$ cat config.mk
export PLATFORM = sky130hd
export DESIGN_NAME = multi_button_debounce_event_scanner
export DESIGN_NICKNAME = d
export VERILOG_FILES = /design/src/design/mbde_pkg.sv /design/src/design/multi_button_debounce_event_scanner.sv /design/src/design/mbde_front.sv /design/src/design/mbde_fifo.sv /design/src/design/mbde_back.sv
export SDC_FILE = /design/constraint.sdc
export NUM_CORES = 1
export LEC_CHECK = 0
export ABC_AREA = 1
export BUFFER_PORTS_ARGS = -buffer_cell sky130_fd_sc_hd__clkbuf_2
export CORE_MARGIN = 5
export CORE_UTILIZATION = 35
export CTS_BUF_LIST = sky130_fd_sc_hd__clkbuf_16
export CTS_CLUSTER_DIAMETER = 50
export DETAILED_ROUTE_END_ITERATION = 12
export HOLD_SLACK_MARGIN = 0.02
export PLACE_DENSITY = 0.54
export SETUP_SLACK_MARGIN = 0.05
export SYNTH_ARGS = -nofsm -noshare
export SYNTH_HDL_FRONTEND = slang
export SYNTH_HIERARCHICAL = 1
export SYNTH_SLANG_ARGS = --single-unit
$ cat constraint.sdc
create_clock -name clk_i -period 4.9 [get_ports clk_i]
set_input_delay 1.47 -clock clk_i [delete_from_list [all_inputs] [get_ports clk_i]]
set_output_delay 1.47 -clock clk_i [all_outputs]
set_load 0.02 [all_outputs]
$ cat src/design/mbde_pkg.sv
// Shared types, field widths and register codes of the button debounce event scanner.
package mbde_pkg;

  // Default number of scanned buttons.
  localparam int unsigned NumButtonsDefault = 14;
  // Depth of the tick queue between the front and back ends.
  localparam int unsigned TickQueueDepth = 2;

  // Field widths.
  localparam int unsigned LevelW = 14;
  localparam int unsigned DeltaW = 16;
  localparam int unsigned PitchW = 14;
  localparam int unsigned ThrW = 4;
  localparam int unsigned IdW = 4;
  localparam int unsigned ValueW = 16;
  localparam int unsigned IdxW = 5;
  localparam int unsigned CfgIdxW = 2;
  localparam int unsigned CfgDataW = 14;

  // Stream bus widths.
  localparam int unsigned InDataW = 64;
  localparam int unsigned OutDataW = 24;

  // Register reset values.
  localparam logic [LevelW-1:0] FastMaskRst = 14'd992;
  localparam logic [ThrW-1:0] NormalTicksRst = 4'd3;
  localparam logic [ThrW-1:0] FastTicksRst = 4'd1;
  localparam logic [ThrW-1:0] PitchPeriodRst = 4'd2;

  // Event identifiers of the non-button events.
  localparam logic [IdW-1:0] IdJog = 4'd0;
  localparam logic [IdW-1:0] IdBrowse = 4'd1;
  localparam logic [IdW-1:0] IdPitch = 4'd0;

  typedef enum logic [1:0] {
    KindButton = 2'd0,
    KindJog    = 2'd1,
    KindBrowse = 2'd2,
    KindPitch  = 2'd3
  } event_kind_e;

  typedef enum logic [CfgIdxW-1:0] {
    CfgFastMask    = 2'd0,
    CfgNormalTicks = 2'd1,
    CfgFastTicks   = 2'd2,
    CfgPitchPeriod = 2'd3
  } cfg_reg_e;

  // Non-button part of one classified tick: pending flags and payloads.
  typedef struct packed {
    logic                     jog_ev;
    logic signed [DeltaW-1:0] jog;
    logic                     browse_ev;
    logic signed [DeltaW-1:0] browse;
    logic                     pitch_ev;
    logic [PitchW-1:0]        pitch;
  } tick_rec_t;

endpackage

$ cat src/design/multi_button_debounce_event_scanner.sv
// Top level of the multi-button debounce and event scanner.
// Each accepted scan tick updates the debounce counters of all buttons and the
// pitch phase in the cycle it is taken, so a tick can be accepted every cycle
// while the two-entry tick queue has room. The back end then sends the tick's
// events, one per cycle while the output is not stalled: button flips by rising
// index, jog, browse, pitch, with tlast on the final one. A tick holds at most
// NUM_BUTTONS + 3 events; a tick with no events passes through the back end
// and emits nothing. The tick queue absorbs bursts while the back end drains.
module multi_button_debounce_event_scanner #(
  parameter int unsigned NUM_BUTTONS = mbde_pkg::NumButtonsDefault
) (
  input  logic                            clk_i,
  input  logic                            rst_ni,
  // Configuration write channel.
  input  logic                            cfg_valid_i,
  output logic                            cfg_ready_o,
  input  logic [mbde_pkg::CfgIdxW-1:0]    cfg_index_i,
  input  logic [mbde_pkg::CfgDataW-1:0]   cfg_data_i,
  // Scan tick stream.
  input  logic                            s_axis_tvalid,
  output logic                            s_axis_tready,
  // tdata: button_levels[13:0], jog_delta[29:14], browse_delta[45:30],
  // pitch_sample[59:46], zero[63:60].
  input  logic [mbde_pkg::InDataW-1:0]    s_axis_tdata,
  // tuser: pitch_ok[0].
  input  logic                            s_axis_tuser,
  // Event stream.
  output logic                            m_axis_tvalid,
  input  logic                            m_axis_tready,
  // tdata: event_id[3:0], event_value[19:4], zero[23:20].
  output logic [mbde_pkg::OutDataW-1:0]   m_axis_tdata,
  // tuser: event_kind[1:0].
  output logic [1:0]                      m_axis_tuser,
  output logic                            m_axis_tlast
);
  import mbde_pkg::*;

  localparam int unsigned RecW = $bits(tick_rec_t);
  localparam int unsigned QW   = 2 * NUM_BUTTONS + RecW;

  logic                     push, push_ready, head_valid, pop;
  logic [NUM_BUTTONS-1:0]   flip, press, head_flip, head_press;
  tick_rec_t                rec, head_rec;
  logic [QW-1:0]            push_data, head_data;
  event_kind_e              out_kind;
  logic [IdW-1:0]           out_id;
  logic signed [ValueW-1:0] out_value;

  mbde_front #(
    .NumButtons(NUM_BUTTONS)
  ) u_front (
    .clk_i          (clk_i),
    .rst_ni         (rst_ni),
    .cfg_valid_i    (cfg_valid_i),
    .cfg_ready_o    (cfg_ready_o),
    .cfg_index_i    (cfg_index_i),
    .cfg_data_i     (cfg_data_i),
    .in_valid_i     (s_axis_tvalid),
    .in_ready_o     (s_axis_tready),
    .button_levels_i(s_axis_tdata[13:0]),
    .jog_delta_i    (s_axis_tdata[29:14]),
    .browse_delta_i (s_axis_tdata[45:30]),
    .pitch_sample_i (s_axis_tdata[59:46]),
    .pitch_ok_i     (s_axis_tuser),
    .push_o         (push),
    .push_ready_i   (push_ready),
    .flip_o         (flip),
    .press_o        (press),
    .rec_o          (rec)
  );

  assign push_data = {flip, press, rec};
  assign {head_flip, head_press, head_rec} = head_data;

  mbde_fifo #(
    .Width(QW),
    .Depth(TickQueueDepth)
  ) u_fifo (
    .clk_i       (clk_i),
    .rst_ni      (rst_ni),
    .push_i      (push),
    .push_ready_o(push_ready),
    .push_data_i (push_data),
    .head_valid_o(head_valid),
    .pop_i       (pop),
    .head_data_o (head_data)
  );

  mbde_back #(
    .NumButtons(NUM_BUTTONS)
  ) u_back (
    .clk_i       (clk_i),
    .rst_ni      (rst_ni),
    .head_valid_i(head_valid),
    .pop_o       (pop),
    .head_flip_i (head_flip),
    .head_press_i(head_press),
    .head_rec_i  (head_rec),
    .out_valid_o (m_axis_tvalid),
    .out_ready_i (m_axis_tready),
    .out_kind_o  (out_kind),
    .out_id_o    (out_id),
    .out_value_o (out_value),
    .out_last_o  (m_axis_tlast)
  );

  // Pack the event fields onto the output bus.
  assign m_axis_tdata = {(OutDataW - IdW - ValueW)'(0), out_value, out_id};
  assign m_axis_tuser = out_kind;

endmodule

$ cat src/design/mbde_front.sv
// Front end: configuration registers, per-button debounce counters and pitch phase.
module mbde_front #(
  parameter int unsigned NumButtons = mbde_pkg::NumButtonsDefault
) (
  input  logic                                clk_i,
  input  logic                                rst_ni,
  input  logic                                cfg_valid_i,
  output logic                                cfg_ready_o,
  input  logic [mbde_pkg::CfgIdxW-1:0]        cfg_index_i,
  input  logic [mbde_pkg::CfgDataW-1:0]       cfg_data_i,
  input  logic                                in_valid_i,
  output logic                                in_ready_o,
  input  logic [mbde_pkg::LevelW-1:0]         button_levels_i,
  input  logic signed [mbde_pkg::DeltaW-1:0]  jog_delta_i,
  input  logic signed [mbde_pkg::DeltaW-1:0]  browse_delta_i,
  input  logic [mbde_pkg::PitchW-1:0]         pitch_sample_i,
  input  logic                                pitch_ok_i,
  output logic                                push_o,
  input  logic                                push_ready_i,
  output logic [NumButtons-1:0]               flip_o,
  output logic [NumButtons-1:0]               press_o,
  output mbde_pkg::tick_rec_t                 rec_o
);
  import mbde_pkg::*;

  logic [LevelW-1:0] fast_mask_q;
  logic [ThrW-1:0]   normal_ticks_q, fast_ticks_q, pitch_period_q;
  logic [ThrW-1:0]   normal_thr, fast_thr, period_eff;
  logic [NumButtons-1:0] raw_pressed, fast_sel, conf_q, conf_d;
  logic [ThrW-1:0]   cnt_q [NumButtons];
  logic [ThrW-1:0]   cnt_d [NumButtons];
  logic [ThrW-1:0]   phase_q, phase_d, phase_inc;
  logic              pitch_tick;
  logic              accept;

  // Configuration writes are always taken.
  assign cfg_ready_o = 1'b1;

  always_ff @(posedge clk_i or negedge rst_ni) begin
    if (!rst_ni) begin
      fast_mask_q    <= FastMaskRst;
      normal_ticks_q <= NormalTicksRst;
      fast_ticks_q   <= FastTicksRst;
      pitch_period_q <= PitchPeriodRst;
    end else if (cfg_valid_i) begin
      unique case (cfg_reg_e'(cfg_index_i))
        CfgFastMask:    fast_mask_q    <= cfg_data_i[LevelW-1:0];
        CfgNormalTicks: normal_ticks_q <= cfg_data_i[ThrW-1:0];
        CfgFastTicks:   fast_ticks_q   <= cfg_data_i[ThrW-1:0];
        CfgPitchPeriod: pitch_period_q <= cfg_data_i[ThrW-1:0];
        default:        fast_mask_q    <= fast_mask_q;
      endcase
    end
  end

  // A zero threshold or period behaves as one.
  assign normal_thr = (normal_ticks_q == '0) ? ThrW'(1) : normal_ticks_q;
  assign fast_thr   = (fast_ticks_q == '0) ? ThrW'(1) : fast_ticks_q;
  assign period_eff = (pitch_period_q == '0) ? ThrW'(1) : pitch_period_q;

  // A tick is taken whenever the queue has room.
  assign in_ready_o = push_ready_i;
  assign accept     = in_valid_i && push_ready_i;
  assign push_o     = accept;

  // Buttons beyond the level field read as pressed with the normal threshold.
  for (genvar g = 0; g < NumButtons; g++) begin : g_btn
    if (g < LevelW) begin : g_in
      assign raw_pressed[g] = ~button_levels_i[g];
      assign fast_sel[g]    = fast_mask_q[g];
    end else begin : g_out
      assign raw_pressed[g] = 1'b1;
      assign fast_sel[g]    = 1'b0;
    end

    // Count differing scans; flip the confirmed state at the threshold.
    always_comb begin
      logic [ThrW-1:0] thr;
      logic [ThrW-1:0] cnt_inc;
      thr      = fast_sel[g] ? fast_thr : normal_thr;
      cnt_inc  = cnt_q[g] + ThrW'(1);
      conf_d[g] = conf_q[g];
      flip_o[g] = 1'b0;
      if (raw_pressed[g] == conf_q[g]) begin
        cnt_d[g] = '0;
      end else if (cnt_inc >= thr) begin
        cnt_d[g]  = '0;
        conf_d[g] = raw_pressed[g];
        flip_o[g] = 1'b1;
      end else begin
        cnt_d[g] = cnt_inc;
      end
    end
  end

  assign press_o = raw_pressed;

  // Pitch phase advances every tick and clears on a pitch tick.
  assign phase_inc  = phase_q + ThrW'(1);
  assign pitch_tick = (phase_inc >= period_eff);
  assign phase_d    = pitch_tick ? '0 : phase_inc;

  always_ff @(posedge clk_i or negedge rst_ni) begin
    if (!rst_ni) begin
      conf_q  <= '0;
      phase_q <= '0;
      for (int i = 0; i < NumButtons; i++) begin
        cnt_q[i] <= '0;
      end
    end else if (accept) begin
      conf_q  <= conf_d;
      phase_q <= phase_d;
      for (int i = 0; i < NumButtons; i++) begin
        cnt_q[i] <= cnt_d[i];
      end
    end
  end

  // Classified tick record for the back end.
  always_comb begin
    rec_o.jog_ev    = (jog_delta_i != '0);
    rec_o.jog       = jog_delta_i;
    rec_o.browse_ev = (browse_delta_i != '0);
    rec_o.browse    = browse_delta_i;
    rec_o.pitch_ev  = pitch_tick && pitch_ok_i;
    rec_o.pitch     = pitch_sample_i;
  end

endmodule

$ cat src/design/mbde_fifo.sv
// Small register queue holding classified ticks between the front and back ends.
module mbde_fifo #(
  parameter int unsigned Width = 8,
  parameter int unsigned Depth = mbde_pkg::TickQueueDepth
) (
  input  logic             clk_i,
  input  logic             rst_ni,
  input  logic             push_i,
  output logic             push_ready_o,
  input  logic [Width-1:0] push_data_i,
  output logic             head_valid_o,
  input  logic             pop_i,
  output logic [Width-1:0] head_data_o
);
  localparam int unsigned PtrW = (Depth > 1) ? $clog2(Depth) : 1;

  logic [Width-1:0] mem_q [Depth];
  logic [PtrW-1:0]  wptr_q, rptr_q;
  logic [PtrW:0]    count_q;
  logic             do_push, do_pop;

  assign push_ready_o = (count_q != (PtrW+1)'(Depth));
  assign head_valid_o = (count_q != '0);
  assign head_data_o  = mem_q[rptr_q];
  assign do_push      = push_i && push_ready_o;
  assign do_pop       = pop_i && head_valid_o;

  // Storage write.
  always_ff @(posedge clk_i) begin
    if (do_push) begin
      mem_q[wptr_q] <= push_data_i;
    end
  end

  // Pointers and fill count.
  always_ff @(posedge clk_i or negedge rst_ni) begin
    if (!rst_ni) begin
      wptr_q  <= '0;
      rptr_q  <= '0;
      count_q <= '0;
    end else begin
      if (do_push) begin
        wptr_q <= (wptr_q == PtrW'(Depth - 1)) ? '0 : wptr_q + PtrW'(1);
      end
      if (do_pop) begin
        rptr_q <= (rptr_q == PtrW'(Depth - 1)) ? '0 : rptr_q + PtrW'(1);
      end
      if (do_push && !do_pop) begin
        count_q <= count_q + (PtrW+1)'(1);
      end else if (do_pop && !do_push) begin
        count_q <= count_q - (PtrW+1)'(1);
      end
    end
  end

endmodule

$ cat src/design/mbde_back.sv
// Back end: serializes the events of each queued tick into the output register.
module mbde_back #(
  parameter int unsigned NumButtons = mbde_pkg::NumButtonsDefault
) (
  input  logic                               clk_i,
  input  logic                               rst_ni,
  input  logic                               head_valid_i,
  output logic                               pop_o,
  input  logic [NumButtons-1:0]              head_flip_i,
  input  logic [NumButtons-1:0]              head_press_i,
  input  mbde_pkg::tick_rec_t                head_rec_i,
  output logic                               out_valid_o,
  input  logic                               out_ready_i,
  output mbde_pkg::event_kind_e              out_kind_o,
  output logic [mbde_pkg::IdW-1:0]           out_id_o,
  output logic signed [mbde_pkg::ValueW-1:0] out_value_o,
  output logic                               out_last_o
);
  import mbde_pkg::*;

  logic [NumButtons-1:0] pend_q, press_q, lowest, pend_rem;
  tick_rec_t             work_q, work_rem;
  logic                  have_work, out_free, step, remaining, load;
  logic [IdxW-1:0]       idx;
  event_kind_e           ev_kind;
  logic [IdW-1:0]        ev_id;
  logic signed [ValueW-1:0] ev_value;

  logic                     out_valid_q, out_last_q;
  event_kind_e              out_kind_q;
  logic [IdW-1:0]           out_id_q;
  logic signed [ValueW-1:0] out_value_q;

  assign have_work = (|pend_q) || work_q.jog_ev || work_q.browse_ev || work_q.pitch_ev;
  assign out_free  = !out_valid_q || out_ready_i;
  assign step      = have_work && out_free;

  // Lowest pending button and its index.
  assign lowest = pend_q & (~pend_q + NumButtons'(1));
  always_comb begin
    idx = '0;
    for (int i = 0; i < NumButtons; i++) begin
      if (lowest[i]) begin
        idx = idx | IdxW'(i);
      end
    end
  end

  // Pick the next event: buttons by index, then jog, browse, pitch.
  always_comb begin
    pend_rem = pend_q;
    work_rem = work_q;
    ev_kind  = KindButton;
    ev_id    = idx[IdW-1:0];
    ev_value = '0;
    priority if (|pend_q) begin
      pend_rem = pend_q & ~lowest;
      ev_value = ValueW'(|(lowest & press_q));
    end else if (work_q.jog_ev) begin
      work_rem.jog_ev = 1'b0;
      ev_kind  = KindJog;
      ev_id    = IdJog;
      ev_value = work_q.jog;
    end else if (work_q.browse_ev) begin
      work_rem.browse_ev = 1'b0;
      ev_kind  = KindBrowse;
      ev_id    = IdBrowse;
      ev_value = work_q.browse;
    end else begin
      work_rem.pitch_ev = 1'b0;
      ev_kind  = KindPitch;
      ev_id    = IdPitch;
      ev_value = ValueW'(work_q.pitch);
    end
  end

  assign remaining = (|pend_rem) || work_rem.jog_ev || work_rem.browse_ev ||
                     work_rem.pitch_ev;
  assign load  = head_valid_i && (!have_work || (step && !remaining));
  assign pop_o = load;

  // Working tick: loaded from the queue, drained one event per step.
  always_ff @(posedge clk_i or negedge rst_ni) begin
    if (!rst_ni) begin
      pend_q  <= '0;
      press_q <= '0;
      work_q  <= '0;
    end else if (load) begin
      pend_q  <= head_flip_i;
      press_q <= head_press_i;
      work_q  <= head_rec_i;
    end else if (step) begin
      pend_q <= pend_rem;
      work_q <= work_rem;
    end
  end

  // Output register.
  always_ff @(posedge clk_i or negedge rst_ni) begin
    if (!rst_ni) begin
      out_valid_q <= 1'b0;
    end else if (step) begin
      out_valid_q <= 1'b1;
    end else if (out_ready_i) begin
      out_valid_q <= 1'b0;
    end
  end

  always_ff @(posedge clk_i) begin
    if (step) begin
      out_kind_q  <= ev_kind;
      out_id_q    <= ev_id;
      out_value_q <= ev_value;
      out_last_q  <= !remaining;
    end
  end

  assign out_valid_o = out_valid_q;
  assign out_kind_o  = out_kind_q;
  assign out_id_o    = out_id_q;
  assign out_value_o = out_value_q;
  assign out_last_o  = out_last_q;

endmodule
==> summary.md, run 1 <==
| Metric | Value |
|---|---|
| Slew HR | 30.9% |
| Final hold vios | 0 |
| Die Y | 240 µm |
| Drt pass-1 iters | 5 |
| Layout cells sized above 1 | 10.3% |
| Post-Place Setup Slack | 1.33 ns |
| Most frequent cells in the layout | nand2_1, inv_1, nand3_1 |
| Post-synth EDFFs | 177 |
| Clock sinks | 359 |
| H-tree levels | 2 |
| Area Overhead vs Synth | 12.7% |
| Clock-pin transition on the worst setup and hold timing paths | 0.06 ns |
| Slew Viols, Final | 0 |
| Most area-hungry cell type in the Yosys netlist | edfxtp_1 |
| Filler cell count | 5,244 |
| Mux cell area share after synthesis | 0% |
| Post-Route WL | 45,600 µm |
| IO Count | 116 |
| Setup Skew | 0.0246 ns |
| DR WL met2 | 21,600 µm |
| Vias in the first global route | 14,312 |
| Initial core utilization | 35.3% |
| Crit Path Class | register to register |
| Clk_lat worst skew | 0.59 ns |
| Final Instance Area | 20,900 µm² |
| Starting DRC count in detailed routing | 982 |
| Setup ws final | 1.61 ns |
| Distinct cells, synth | 49 |
| # resized after CTS | 0 |
| Achievable Freq | 304 MHz |
| Critical path arrival | 3.80 ns |
| Synth Area in XOR/XNOR | 0.804% |
| Mapped Avg Cell Area | 8.62 µm² |
| Synth Instances | 2,148 |
| Wire length of the first global-routing pass | 74,800 µm |
| Final cycle utilization of the critical path | 67.2% |
| TritonCTS Buffers | 46 |
| Synth Area in Compound Gates | 5.48% |
| Clock Tree Buf Depth | 3 |
| Highest routed layer | met4 |
| Chip Width | 240 µm |
| Initial antenna violation count | 0 |
| Average vias per placed instance | 4.88 |
| Die Area | 57,600 µm² |
| ANT cells | 0 |
| Setup crit start kind | register |
| Leading cell type in the layout, fill and taps excluded | nand2_1 |
| Core box area | 52,400 µm² |
| FFs w/ async S/R, synth | 50.7% |
| Port Buf Inserts | 106 |
| Max Cap Viol | 0 |
| Total grt overflow | 0 |
| #FFs+latches synth | 359 |
| Post-synthesis adder-cell area fraction | 5.14% |
| Post-CTS Hold Fix Bufs | 0 |
| Synth Area in Simple Gates | 27.0% |
| Power per cell area | 659 nW/µm² |
| Critical Path End Type | register |
| Main flop type after synthesis | edfxtp_1 |
| Layout net count | 2,357 |
| Met1 WL | 20,600 µm |
| CTS root buf | clkbuf_16 |
| DRC Markers | 0 |
| Slew at the pin with the worst max-slew slack | 1.03 ns |
| WL per Instance | 15.6 µm |
| Worst VDD drop | 0.442 mV |
| Final setup fails | 0 |
| DPL Wire Length | 30,200 µm |
| Placed cell area | 19,300 µm² |
| Leak | 10.2 nW |
| CTS tree | done |
| Cell area after synthesis | 18,500 µm² |
| Placer Congestion | 0.876 |
| Critical Path Fanout Max | 77 |
| Tot GR Track Use | 15.9% |
| Ranking of synthesized cells by area | edfxtp_1, dfrtp_1, nand2_1 |
| HP Class | register to register |
| Setup Fix Bufs, Post-CTS | 0 |
| Run status | finished, final reports clean |
| Final period demand of the worst path | 3.29 ns |
| Rows | 84 |
| Unrepaired setup endpoints after global routing | no |
| Hold WS | 0.471 ns |
| Synth top area share | 28.7% |
| Sequential area share after synthesis | 53.4% |
| Pin count of the biggest net entering global routing | 99 |
| Worst Path Required | 5.41 ns |
| Vias | 14,269 |
| Total of warnings raised by yosys | 6 |
| Antenna-violating nets left | 0 |
| WL met3 | 2180 µm |
| Largest family of logic cells by synthesized area | simple AND/OR/NAND/NOR gates |
==> layer usage <==
layer | up-vias | track usage, %
li1 | 7133 | -
met1 | 6803 | 21.2
met2 | 270 | 26.7
met3 | 63 | 2.63
met4 | 0 | 5.14
met5 | - | 0
==> metrics by stage <==
| stage | cells | power [W] | setup TNS (ns) | utilization, % |
|---|---|---|---|---|
| 2_1_floorplan | 2151 | 0.00891 | -120.48 | - |
| 3_3_place_gp | 2835 | 0.0102 | 0 | 36.8 |
| 3_5_place_dp | 2835 | 0.0104 | 0 | 36.8 |
| 4_1_cts | 2921 | 0.0139 | 0 | 39.8 |
| 5_1_grt | 2921 | 0.0149 | 0 | 39.8 |
| 6_report | 2921 | 0.0137 | 0 | 39.8 |
==> worst paths after layout <==
check,start,end,slack [ns],cells past startpoint
max,u_back/pend_q[5]$_DFFE_PN0P_,u_back/pend_q[5]$_DFFE_PN0P_,1.61,12
min,u_back/press_q[3]$_DFFE_PN0P_,u_back/press_q[3]$_DFFE_PN0P_,0.47,2
max reg2reg,u_back/pend_q[5]$_DFFE_PN0P_,u_back/pend_q[5]$_DFFE_PN0P_,1.61,12
min reg2reg,u_back/press_q[3]$_DFFE_PN0P_,u_back/press_q[3]$_DFFE_PN0P_,0.47,2
max in group asynchronous,rst_ni,u_back/work_q[36]$_DFFE_PN0P_,3.05,2
min in group asynchronous,rst_ni,u_front/cnt_q[47]$_DFFE_PN0P_,0.99,1
==> sequential cells by signal (all words and copies together) (netlist names) <==
name / flops
u_back/out_kind_o: 2
u_back/out_value_o: 16
u_front/fast_ticks_q: 4
u_front/pitch_period_q: 4
u_fifo/mem_q: 154
u_fifo/rptr_q: 1
u_fifo/wptr_q: 1
u_back/out_last_o: 1
u_front/cnt_q: 56
u_front/conf_q: 14
u_back/pend_q: 14
u_back/press_q: 14
u_back/out_id_o: 4
u_back/out_valid_o: 1
u_front/normal_ticks_q: 4
u_front/phase_q: 4
u_front/fast_mask_q: 14
u_back/work_q: 49
u_fifo/count_q: 2
==> cell type report <==
class,instances,area (µm²),area share [%]
Clock inverter,40,417,2.00
Clock buffer,46,1150,5.52
Inverter,189,709,3.40
Tap cell,688,861,4.13
Sequential cell,359,9880,47.4
Timing Repair Buffer,124,687,3.29
Multi-Input combinational cell,1475,7150,34.3
==> cells in the mapped netlist, types with 3 or more instances <==
cell and n:
nand2_1 847, inv_1 183, nand3_1 182, edfxtp_1 177
dfrtp_1 173, o21ai_0 98, nor2_1 81, ha_1 76
nand4_1 63, buf_4 55, buf_2 34, clkbuf_1 26
a21oi_1 25, o211ai_1 17, xor2_1 16, a311oi_1 13
buf_6 10, o21ai_1 10, dfstp_2 9, nor4_1 5
inv_2 4, nor3_1 4, nand3b_1 3, nor2_4 3
==> power by group <==
part	total, W	switching, W	leakage [nW]	internal (W)
combinational	0.00535	0.00373	5.41	0.00162
sequential	0.00495	0.000653	3.99	0.00430
clock	0.00345	0.00139	0.776	0.00206
==> worst max-delay path, stage by stage, from the launching register on <==
cell and delay (ns):
dfrtp_1 0.41, nor2_1 0.20, nand2_1 0.22, nor2_4 0.17, nand2_1 0.47, nand2_1 0.24, nand3_1 0.10, nor2_2 0.13
nand4_1 0.14, nand2_2 0.11, buf_4 0.68, nand3_1 0.21, nand3_1 0.12
==> cells by family (layout without fill, tap and decap cells) <==
logic type	Yosys count	after routing
flip-flops	359	359
adder cells (fa/ha/maj)	76	76
buffers and inverters	317	399
XOR/XNOR	17	17
other	2	5
AO/OA/AOI/OAI	176	176
AND/OR/NAND/NOR	1201	1201
(Power assumes the default switching activity.)
==> inputs of run 2 (changes only) <==
PLACE_DENSITY = 0.52   (was 0.54)
clock period = 3.4 ns   (was 4.9 ns; I/O delays follow)
==> summary.md, run 2 (synthesis gave the netlist of run 1 again) <==
| Metric | Value |
|---|---|
| Largest register FFs | 154 |
| Run status | finished, final reports clean |
| Top Usage Layer GRT | met2 |
| Layout net count | 2,367 |
| Critical Path End Type | register |
| Clock sinks | 359 |
| Setup Fix Bufs, Post-CTS | 0 |
| Vias | 14,225 |
| Achievable Freq | 359 MHz |
| Worst VDD drop | 0.702 mV |
| Antenna-violating nets left | 0 |
| Initial core utilization | 35.3% |
| Post-Route WL | 46,000 µm |
| # resized after CTS | 0 |
| Crit Path Class | register to register |
| Port Buf Inserts | 106 |
| Worst Path Required | 3.86 ns |
| Initial antenna violation count | 0 |
| Vias in the first global route | 14,243 |
| Max Cap Viol | 0 |
| TritonCTS Buffers | 47 |
| Final cycle utilization of the critical path | 82.0% |
| Final setup fails | 0 |
| Setup Skew | 0.0238 ns |
| Pin count of the biggest net entering global routing | 79 |
| Tot GR Track Use | 15.8% |
| Drt pass-1 iters | 5 |
| Die Y | 240 µm |
| DRC Markers | 0 |
| DPL Wire Length | 30,700 µm |
| Core box area | 52,400 µm² |
| Final hold vios | 0 |
| Chip Width | 240 µm |
| Total grt overflow | 0 |
| Critical path startpoint | u_back/pend_q[3]$_DFFE_PN0P_ |
| Unrepaired setup endpoints after global routing | no |
| HP Class | primary input to asynchronous set/reset pin |
| ANT cells | 0 |
| Area Overhead vs Synth | 12.7% |
| Post-layout util | 39.8% |
| Die Area | 57,600 µm² |
| H-tree levels | 2 |
| Final period demand of the worst path | 2.79 ns |
| CTS tree | done |
| Top reg by flops | u_fifo/mem_q |
| Slew Viols, Final | 0 |
| Placer Congestion | 0.874 |
| Layout cells sized above 1 | 10.5% |
| Rows | 84 |
| Leading cell type in the layout, fill and taps excluded | nand2_1 |
| Met2 Resource Use GR | 27.2% |
| Met3 usage | 2.48% |
| Wire length of the first global-routing pass | 74,100 µm |
| IO Count | 116 |
| Average vias per placed instance | 4.85 |
| Clk_lat worst skew | 0.57 ns |
| Slew HR | 35.3% |
| WL per Instance | 15.7 µm |
| Power per cell area | 938 nW/µm² |
| Slew at the pin with the worst max-slew slack | 0.970 ns |
| Post-CTS Hold Fix Bufs | 0 |
| Critical path arrival | 3.25 ns |
| Starting DRC count in detailed routing | 877 |
| Met1 global-route usage | 20.7% |
| Clock Tree Buf Depth | 3 |
| Critical Path Fanout Max | 8 |
| Most frequent cells in the layout | nand2_1, inv_1, nand3_1 |
| Final Instance Area | 20,900 µm² |
| Setup crit start kind | register |
| Reg-to-Reg Start | u_back/pend_q[3]$_DFFE_PN0P_ |
| Leak | 10.2 nW |
| CTS root buf | clkbuf_16 |
| Clock-pin transition on the worst setup and hold timing paths | 0.06 ns |
| Largest regs | u_fifo/mem_q x154, u_front/cnt_q x56, u_back/work_q x49 |
| Placed cell area | 19,400 µm² |
-- run 2: cell types whose count changed in the layout (fill, tap and decap cells not counted), moves of 3 or more --
cell       before  now
buf_12          1    4
buf_4          17   23
bufinv_16       6    1
clkinv_4        0    4
-- run 2: critical path, stage by stage (launching register included) --
cell,delay (ns)
dfrtp_1,0.45
nor2_1,0.23
nand2_4,0.13
nor2_4,0.16
nand2_1,0.24
nand2_1,0.18
nand3_1,0.10
nor2_2,0.13
nand4_1,0.13
nand2_2,0.13
nand2_2,0.06
inv_1,0.07
nand2_1,0.08
ha_1,0.34
inv_1,0.08
nand3_1,0.07
nand2_1,0.06
nand2_1,0.05
-- run 2: layout make-up --
type,count,area [µm²]
well taps,688,861
multi-input cells,1475,7150
fillers,5254,31600
repair buffers,133,792
flip-flops and latches,359,9880
clock buffers,48,1200
inverters,189,709
clock inverters,38,264
-- run 2: metrics by stage --
step / TNS [ns] / cells / setup slack (ns) / power (W) / hold slack, ns
detailed placement: 0 / 2844 / 0.629 / 0.0151 / 0.459
global placement: 0 / 2844 / 0.654 / 0.0148 / 0.456
floorplan: -85.61 / 2151 / -0.556 / 0.0128 / 0.442
finish: 0 / 2930 / 0.614 / 0.0196 / 0.415
global route: 0 / 2930 / 0.425 / 0.0212 / 0.406
CTS: 0 / 2930 / 0.621 / 0.0198 / 0.388
-- run 2: final timing paths --
kind                       cells after the start  slack [ns]                                  to
hold reg to reg                                2        0.47       u_back/work_q[18]$_DFFE_PN0P_
setup reg to reg                              17        0.61       u_fifo/count_q[1]$_DFFE_PN0P_
hold / removal                                 1        0.42       u_front/cnt_q[34]$_DFFE_PN0P_
setup / recovery                              17        0.61       u_fifo/count_q[1]$_DFFE_PN0P_
max in group asynchronous                      2        2.11  u_front/fast_mask_q[9]$_DFFE_PN1P_
min in group clk_i                             2        0.47       u_back/work_q[18]$_DFFE_PN0P_
-- run 2: where the power goes --
group	leakage, nW	total [W]	internal [W]	switching [W]
clock	0.741	0.00464	0.00267	0.00197
combinational	5.47	0.00784	0.00241	0.00543
sequential	3.99	0.00709	0.00619	0.000897
-- run 2: per-layer routing --
layer  vias to the layer above  share of wire [%]
met5                         -                  0
met4                         0                2.6
met3                        76                4.2
met2                       255                 48
met1                      6749                 45
li1                       7145                  -
